<file path="config.mk">
export PLATFORM = sky130hd
export DESIGN_NAME = discriminator_pulse_finder
export DESIGN_NICKNAME = d
export VERILOG_FILES = /design/src/rtl/dpf_pkg.sv /design/src/rtl/discriminator_pulse_finder.sv
export SDC_FILE = /design/constraint.sdc
export NUM_CORES = 2
export LEC_CHECK = 0
export BUFFER_PORTS_ARGS = -buffer_cell sky130_fd_sc_hd__buf_4
export CAP_MARGIN = 40
export CORE_UTILIZATION = 42
export CTS_CLUSTER_DIAMETER = 100
export DETAILED_ROUTE_END_ITERATION = 8
export GPL_TIMING_DRIVEN = 0
export PLACE_DENSITY_LB_ADDON = 0.1
export SYNTH_ARGS = -nofsm -noshare
export SYNTH_HDL_FRONTEND = slang
export SYNTH_SLANG_ARGS = --single-unit
</file>
<file path="constraint.sdc">
create_clock -name clk_i -period 51.1 [get_ports clk_i]
set_clock_uncertainty 0.15 [all_clocks]
set_input_delay 7.665 -clock clk_i [delete_from_list [all_inputs] [get_ports clk_i]]
set_output_delay 7.665 -clock clk_i [all_outputs]
set_load 0.1 [all_outputs]
</file>
<file path="src/rtl/dpf_pkg.sv">
`default_nettype none
package dpf_pkg;

  localparam int NumBins   = 64;
  localparam int LastBin   = NumBins - 1;
  localparam int Chunk     = 8;
  localparam int PhaseStgs = 8;
  localparam int NumStages = 3 * PhaseStgs;
  localparam int MaxWidth  = 31;
  localparam int SplitLen  = 32;

  typedef struct packed {
    logic [5:0] p1x;
    logic [4:0] p1w;
    logic [5:0] p2x;
    logic [4:0] p2w;
    logic       d1;
    logic       d2;
    logic       skip;
  } finder_t;

  // clamp a 7-bit signed difference the way the width rules want
  function automatic logic [4:0] clamp_w(input logic [6:0] diff);
    logic [4:0] r;
    r = diff[4:0];
    if (!diff[6] && (diff >= 7'(SplitLen))) r = 5'(MaxWidth);
    return r;
  endfunction

  function automatic finder_t close_at(input finder_t f, input logic [5:0] e);
    finder_t    r;
    logic [6:0] diff;
    r = f;
    if (f.skip) begin
      r.skip = 1'b0;
    end else if (!f.d1 && !f.d2) begin
      diff = {1'b0, e} - {1'b0, f.p1x};
      r.d1 = 1'b1;
      r.p1w = diff[4:0];
      if (!diff[6] && (diff >= 7'(SplitLen))) begin
        r.p2x = f.p1x + 6'(MaxWidth);
        r.p2w = 5'(diff - 7'(MaxWidth));
        r.d2  = 1'b1;
        r.p1w = 5'(MaxWidth);
      end
    end else if (f.d1 && !f.d2) begin
      diff = {1'b0, e} - {1'b0, f.p2x};
      r.p2w = clamp_w(diff);
      r.d2  = 1'b1;
    end
    return r;
  endfunction

  function automatic finder_t close_open(input finder_t f);
    finder_t r;
    r = f;
    if (f.skip) begin
      r.skip = 1'b0;
    end else if (!f.d1 && !f.d2) begin
      r.p1w = 5'd1;
      r.d1  = 1'b1;
      if (f.p1x <= 6'(NumBins - SplitLen)) begin
        r.p2x = f.p1x + 6'(MaxWidth);
        r.p2w = 5'd1;
        r.d2  = 1'b1;
        r.p1w = 5'(MaxWidth);
      end
    end else if (f.d1 && !f.d2) begin
      r.p2w = 5'd1;
      r.d2  = 1'b1;
      if (f.p2x <= 6'(NumBins - SplitLen)) r.p2w = 5'(MaxWidth);
    end
    return r;
  endfunction

  // gap filling, in place, one chunk of bins
  function automatic logic [NumBins-1:0] gap_chunk(input logic [NumBins-1:0] w,
                                                   input int s);
    logic [NumBins-1:0] b;
    int i;
    b = w;
    for (int k = 0; k < Chunk; k++) begin
      i = 2 + s * Chunk + k;
      if (i < LastBin) begin
        if (b[i-2] && b[i-1] && !b[i] && b[i+1]) b[i] = 1'b1;
        if (b[i-2] && !b[i-1] && b[i] && b[i+1]) b[i-1] = 1'b1;
      end
    end
    return b;
  endfunction

  // isolated-bin removal, in place, one chunk with the end rules
  function automatic logic [NumBins-1:0] rem_chunk(input logic [NumBins-1:0] w,
                                                   input int s);
    logic [NumBins-1:0] b;
    int i;
    b = w;
    if (s == 0) begin
      if (b[0] && !b[1]) b[0] = 1'b0;
    end
    for (int k = 0; k < Chunk; k++) begin
      i = 1 + s * Chunk + k;
      if (i < LastBin) begin
        if (!b[i-1] && b[i] && !b[i+1]) b[i] = 1'b0;
      end
    end
    if (s == PhaseStgs - 1) begin
      if (!b[LastBin-1] && b[LastBin]) b[LastBin] = 1'b0;
    end
    return b;
  endfunction

  // edge scan over one chunk
  function automatic finder_t scan_chunk(input logic [NumBins-1:0] b,
                                         input finder_t f, input int s);
    finder_t r;
    int i;
    r = f;
    if (s == 0) begin
      if (b[0] && b[1]) r.skip = 1'b1;
      else if (!b[0] && b[1] && b[2]) r.p1x = 6'd1;
    end
    for (int k = 0; k < Chunk; k++) begin
      i = 2 + s * Chunk + k;
      if (i < LastBin) begin
        if (!b[i-2] && !b[i-1] && b[i] && b[i+1]) begin
          if (!r.d1 && !r.d2) r.p1x = 6'(i);
          else if (r.d1 && !r.d2) r.p2x = 6'(i);
        end else if (b[i-2] && b[i-1] && !b[i] && !b[i+1]) begin
          r = close_at(r, 6'(i));
        end
      end
    end
    if (s == PhaseStgs - 1) begin
      if (b[LastBin-2] && b[LastBin-1] && !b[LastBin]) r = close_at(r, 6'(LastBin));
      else if (b[LastBin-1] && b[LastBin]) r = close_open(r);
    end
    return r;
  endfunction

endpackage
`default_nettype wire

</file>
<file path="src/rtl/discriminator_pulse_finder.sv">
// The result is read from the last stage's registers once the waveform has passed every stage.
// Throughput: one waveform per cycle; the whole pipe stalls while a
// result waits at the output.
// Stages 0-7 fill gaps, 8-15 remove isolated bins, 16-23 scan edges.
// Reset (rst_ni low, async) clears all stage valid bits.
`default_nettype none
module discriminator_pulse_finder import dpf_pkg::*; (
  input  wire logic        clk_i,
  input  wire logic        rst_ni,
  input  wire logic        in_valid_i,
  output logic             in_ready_o,
  input  wire logic [63:0] waveform_i,
  output logic             out_valid_o,
  input  wire logic        out_ready_i,
  output logic [5:0]       first_position_o,
  output logic [4:0]       first_width_o,
  output logic [5:0]       second_position_o,
  output logic [4:0]       second_width_o
);

  logic [NumBins-1:0] wave_q [NumStages];
  finder_t            fin_q  [NumStages];
  logic [NumStages-1:0] vld_q;
  logic adv;

  assign adv        = !vld_q[NumStages-1] || out_ready_i;
  assign in_ready_o = adv;

  for (genvar s = 0; s < NumStages; s++) begin : g_stage
    logic [NumBins-1:0] wave_in, wave_d;
    finder_t            fin_in, fin_d;
    logic               vld_in;

    if (s == 0) begin : g_first
      assign wave_in = waveform_i;
      assign fin_in  = '0;
      assign vld_in  = in_valid_i;
    end else begin : g_next
      assign wave_in = wave_q[s-1];
      assign fin_in  = fin_q[s-1];
      assign vld_in  = vld_q[s-1];
    end

    always_comb begin
      wave_d = wave_in;
      fin_d  = fin_in;
      if (s < PhaseStgs) begin
        wave_d = gap_chunk(wave_in, s);
      end else if (s < 2 * PhaseStgs) begin
        wave_d = rem_chunk(wave_in, s - PhaseStgs);
      end else begin
        fin_d = scan_chunk(wave_in, fin_in, s - 2 * PhaseStgs);
      end
    end

    always_ff @(posedge clk_i or negedge rst_ni) begin
      if (!rst_ni) begin
        vld_q[s] <= 1'b0;
      end else if (adv) begin
        vld_q[s] <= vld_in;
      end
    end

    always_ff @(posedge clk_i) begin
      if (adv) begin
        wave_q[s] <= wave_d;
        fin_q[s]  <= fin_d;
      end
    end
  end

  assign out_valid_o       = vld_q[NumStages-1];
  assign first_position_o  = fin_q[NumStages-1].p1x;
  assign first_width_o     = fin_q[NumStages-1].p1w;
  assign second_position_o = fin_q[NumStages-1].p2x;
  assign second_width_o    = fin_q[NumStages-1].p2w;

endmodule
`default_nettype wire
</file>
==> metrics.md <==
| Metric | Value |
|---|---|
| Final ANT Viol Nets | `0` |
| Final HPWL DP | `172000 um` |
| Crit path max fanout | `131` |
| Fillcell total | `18300` |
| Vias per std cell | `5.86` |
| Netlist cell types | `146` |
| Power Total | `6620 uW` |
| Post-synthesis register bit count | `1465` |
| Max_cap viols | `0` |
| Sequential share of the synthesized area | `53.0%` |
| Peak supply drop | `0.0431 mV` |
| Setup Viol. Count Final | `0` |
| Synth Area in Simple Gates | `16.5%` |
| Synth warn | `0` |
| Data arrival, critical path | `10000 ps` |
| Asr flop ratio synth | `1.64%` |
| Antenna violations before repair | `2` |
| Worst reg2reg endpoint | `fin_q[2][105]$_DFFE_PP_` |
| Main synth FF type | `edfxtp_1` |
| Final instance area | `92600 um2` |
| Root buffer selected by CTS | `clkbuf_16` |
| Clk slew on worst S/H paths | `60 ps` |
| Cell area after synthesis | `82800 um2` |
| Place WS | `33320 ps` |
| Max-slew violations | `0` |
| Initial Utilization | `42.4%` |
| Main combinational cell family by area after synthesis | `compound AO/OA/AOI/OAI gates` |
| Final min period | `17810 ps` |
| Core Box Area | `195000 um2` |
| Die Height | `446 um` |
| Die area | `199000 um2` |
| Iteration count of the initial detailed-routing pass | `6` |
| Top-count cell post-synth | `edfxtp_1` |
| Drt total wl | `229000 um` |
| Row count | `162` |
| Post-route clock period utilization | `34.9%` |
| Hold buffer count at cts | `0` |
| Final #Nets | `8304` |
| R2R setup slack | `42140 ps` |
| Seq. cell area | `43900 um2` |
| GP Congestion | `0.930` |
| Synth top area cells | `edfxtp_1 (52%), ha_1 (4.5%), nand2_1 (3.3%), a21oi_1 (2.9%), nor2_1 (2.9%)` |
| First-pass GRT wire length | `354000 um` |
| # IOs | `92` |
| Status | `finished clean` |
| Adder-Cell Fraction of Synth Area | `4.52%` |
| RR Startpoint | `fin_q[2][76]$_DFFE_PP_` |
| Synth-to-Final Area Change | `11.8%` |
| Hold Path Class | `flop to flop` |
| Type of origin of the critical path | `input port` |
| WL/cell | `21.4 um` |
| Setup_tns | `0 ps` |
| Critical path required time | `43280 ps` |
| Post-Synth XOR/XNOR Area | `3.21%` |
| Cells after Synth | `7650` |
| Final Hold Viols | `0` |
| Port Buf Inserts | `91` |
| Worst R2R Path Depth | `28` |
| Critical Setup Path Class | `input port to primary output` |
| Layout cells sized above 1 | `9.58%` |
| H-Tree Level Count | `4` |
| Post-synth EDFFs | `1441` |
| Area fraction of the dominant cell type after synthesis | `52.2%` |
| Pwr/cell area | `71.5 nW/um2` |
| Relative slew slack | `34.4%` |
| Largest net degree at the start of global routing | `138` |
| Post-CTS Setup Inserts | `0` |
| GRT Overall Usage | `22.5%` |
| Mean post-synth cell area | `10.8 um2` |
| Mux cell area share after synthesis | `0.943%` |
| Vias in the first global route | `60000` |
| Clock Latency Late Sink | `840 ps` |
| Post-CTS Resized | `0` |
| CTS tree | `built` |
| Cts bufs inserted | `156` |
| Vias | `62700` |
| Clock Sinks | `1465` |
| Pleak | `0.0335 uW` |
| Hold_sp | `wave_q[1][417]$_DFFE_PP_` |
| RSZ-0062 raised after global routing | `no` |
| Critical path origin | `out_ready_i` |
| Crit path to | `in_ready_o` |
| Area leader, netlist | `edfxtp_1` |
| Chip width | `446 um` |
| DRC viols | `0` |
| Hold slack | `227 ps` |
| Grt total ovfl | `0` |
| Synth Area in Compound Gates | `19.1%` |
| Area taken by multi-input logic gates | `36700 um2` |
| Synth top cells by count | `edfxtp_1 (1441), nand2_1 (719), nor2_1 (631)` |
| Crit. End Element | `primary output` |
| Clk buf depth | `3` |
| Slew @ Worst Pin | `976 ps` |
| Setup WS post-layout | `33290 ps` |
| Initial DRC count | `5925` |
| Highest clock rate | `0.0561 GHz` |
| Post-place instance area | `87300 um2` |
[power by group]
| part | leakage [uW] | total, uW | switching (uW) | internal, uW |
|---|---|---|---|---|
| combinational | 0.0161 | 3210 | 2170 | 1050 |
| clock | 0.00257 | 1140 | 472 | 667 |
| sequential | 0.0148 | 2270 | 245 | 2030 |
| total | 0.0335 | 6620 | 2880 | 3740 |
[registers in the layout, indices dropped and copies added, names as in the netlist]
name and cells:
wave_q 1248, fin_q 193, out_valid_o 1, g_stage.vld_in 23
[cell families after synthesis]
| kind of cell | Yosys count |
|---|---|
| flops | 1465 |
| simple gates | 2669 |
| buf+inv | 541 |
| other cells | 1 |
| compound gates | 2297 |
| mux | 74 |
| fa+ha+maj | 299 |
| xor+xnor | 304 |
[per-layer routing]
| metal | part of all wire [%] | wire length [um] | up-vias | track usage, % |
|---|---|---|---|---|
| met5 | 0 | 0 | - | 0 |
| met4 | 2.9 | 6550 | 0 | 7.17 |
| met3 | 4.9 | 11300 | 362 | 2.73 |
| met2 | 45 | 103000 | 1928 | 35.0 |
| met1 | 47 | 108000 | 30500 | 32.7 |
| li1 | - | - | 29900 | - |
[stage by stage]
step / std cells / util (%)
2_1_floorplan: 7651 / -
3_3_place_gp: 10400 / 44.4
3_5_place_dp: 10400 / 44.7
4_1_cts: 10700 / 47.4
5_1_grt: 10700 / 47.4
6_report: 10700 / 47.4
[worst min-delay path by stage]
| stage | end | slack (ps) | cells past startpoint |
|---|---|---|---|
| 6_report | wave_q[1][481]$_DFFE_PP_ | 230 | 0 |
| 5_1_grt | wave_q[1][283]$_DFFE_PP_ | 240 | 0 |
| 4_1_cts | wave_q[1][285]$_DFFE_PP_ | 220 | 0 |
| 3_5_place_dp | wave_q[0][134]$_DFFE_PP_ | 250 | 0 |
| 3_3_place_gp | wave_q[1][488]$_DFFE_PP_ | 250 | 0 |
| 2_1_floorplan | wave_q[0][100]$_DFFE_PP_ | 250 | 0 |
[cells in the final DEF (no fill, tap or decap), types with 85 or more instances in the layout]
cell / synthesis / layout
edfxtp_1: 1441 / 1441
nand2_1: 719 / 719
nor2_1: 631 / 631
a21oi_1: 481 / 481
o21ai_0: 451 / 451
ha_1: 299 / 299
inv_1: 285 / 284
nand3_1: 242 / 242
nor3_1: 211 / 211
xnor2_1: 197 / 197
clkbuf_16: 0 / 156
a31oi_1: 142 / 142
clkbuf_1: 118 / 139
buf_4: 32 / 125
nand2b_1: 124 / 124
a211oi_1: 117 / 117
o211ai_1: 108 / 108
o21a_1: 107 / 107
xor2_1: 107 / 107
o22ai_1: 88 / 88
buf_2: 67 / 85
[cell type report]
cell class                      instances  area share (%)
Inverter                              296            1.21
Timing Repair Buffer                  128            1.26
Clock inverter                        106            1.47
Buffer                                245            1.26
Antenna cell                            2         0.00540
Clock buffer                          177            4.30
Tap cell                             2624            3.54
Multi-Input combinational cell       5645            39.6
Sequential cell                      1465            47.4
[critical path, stage by stage]
cell      delay [ps]
buf_4            110
nor2b_1           90
clkbuf_1         290
buf_1            550
inv_8            380
buf_16           370
buf_4            380
Note: power is estimated with default switching activity, not from simulation.
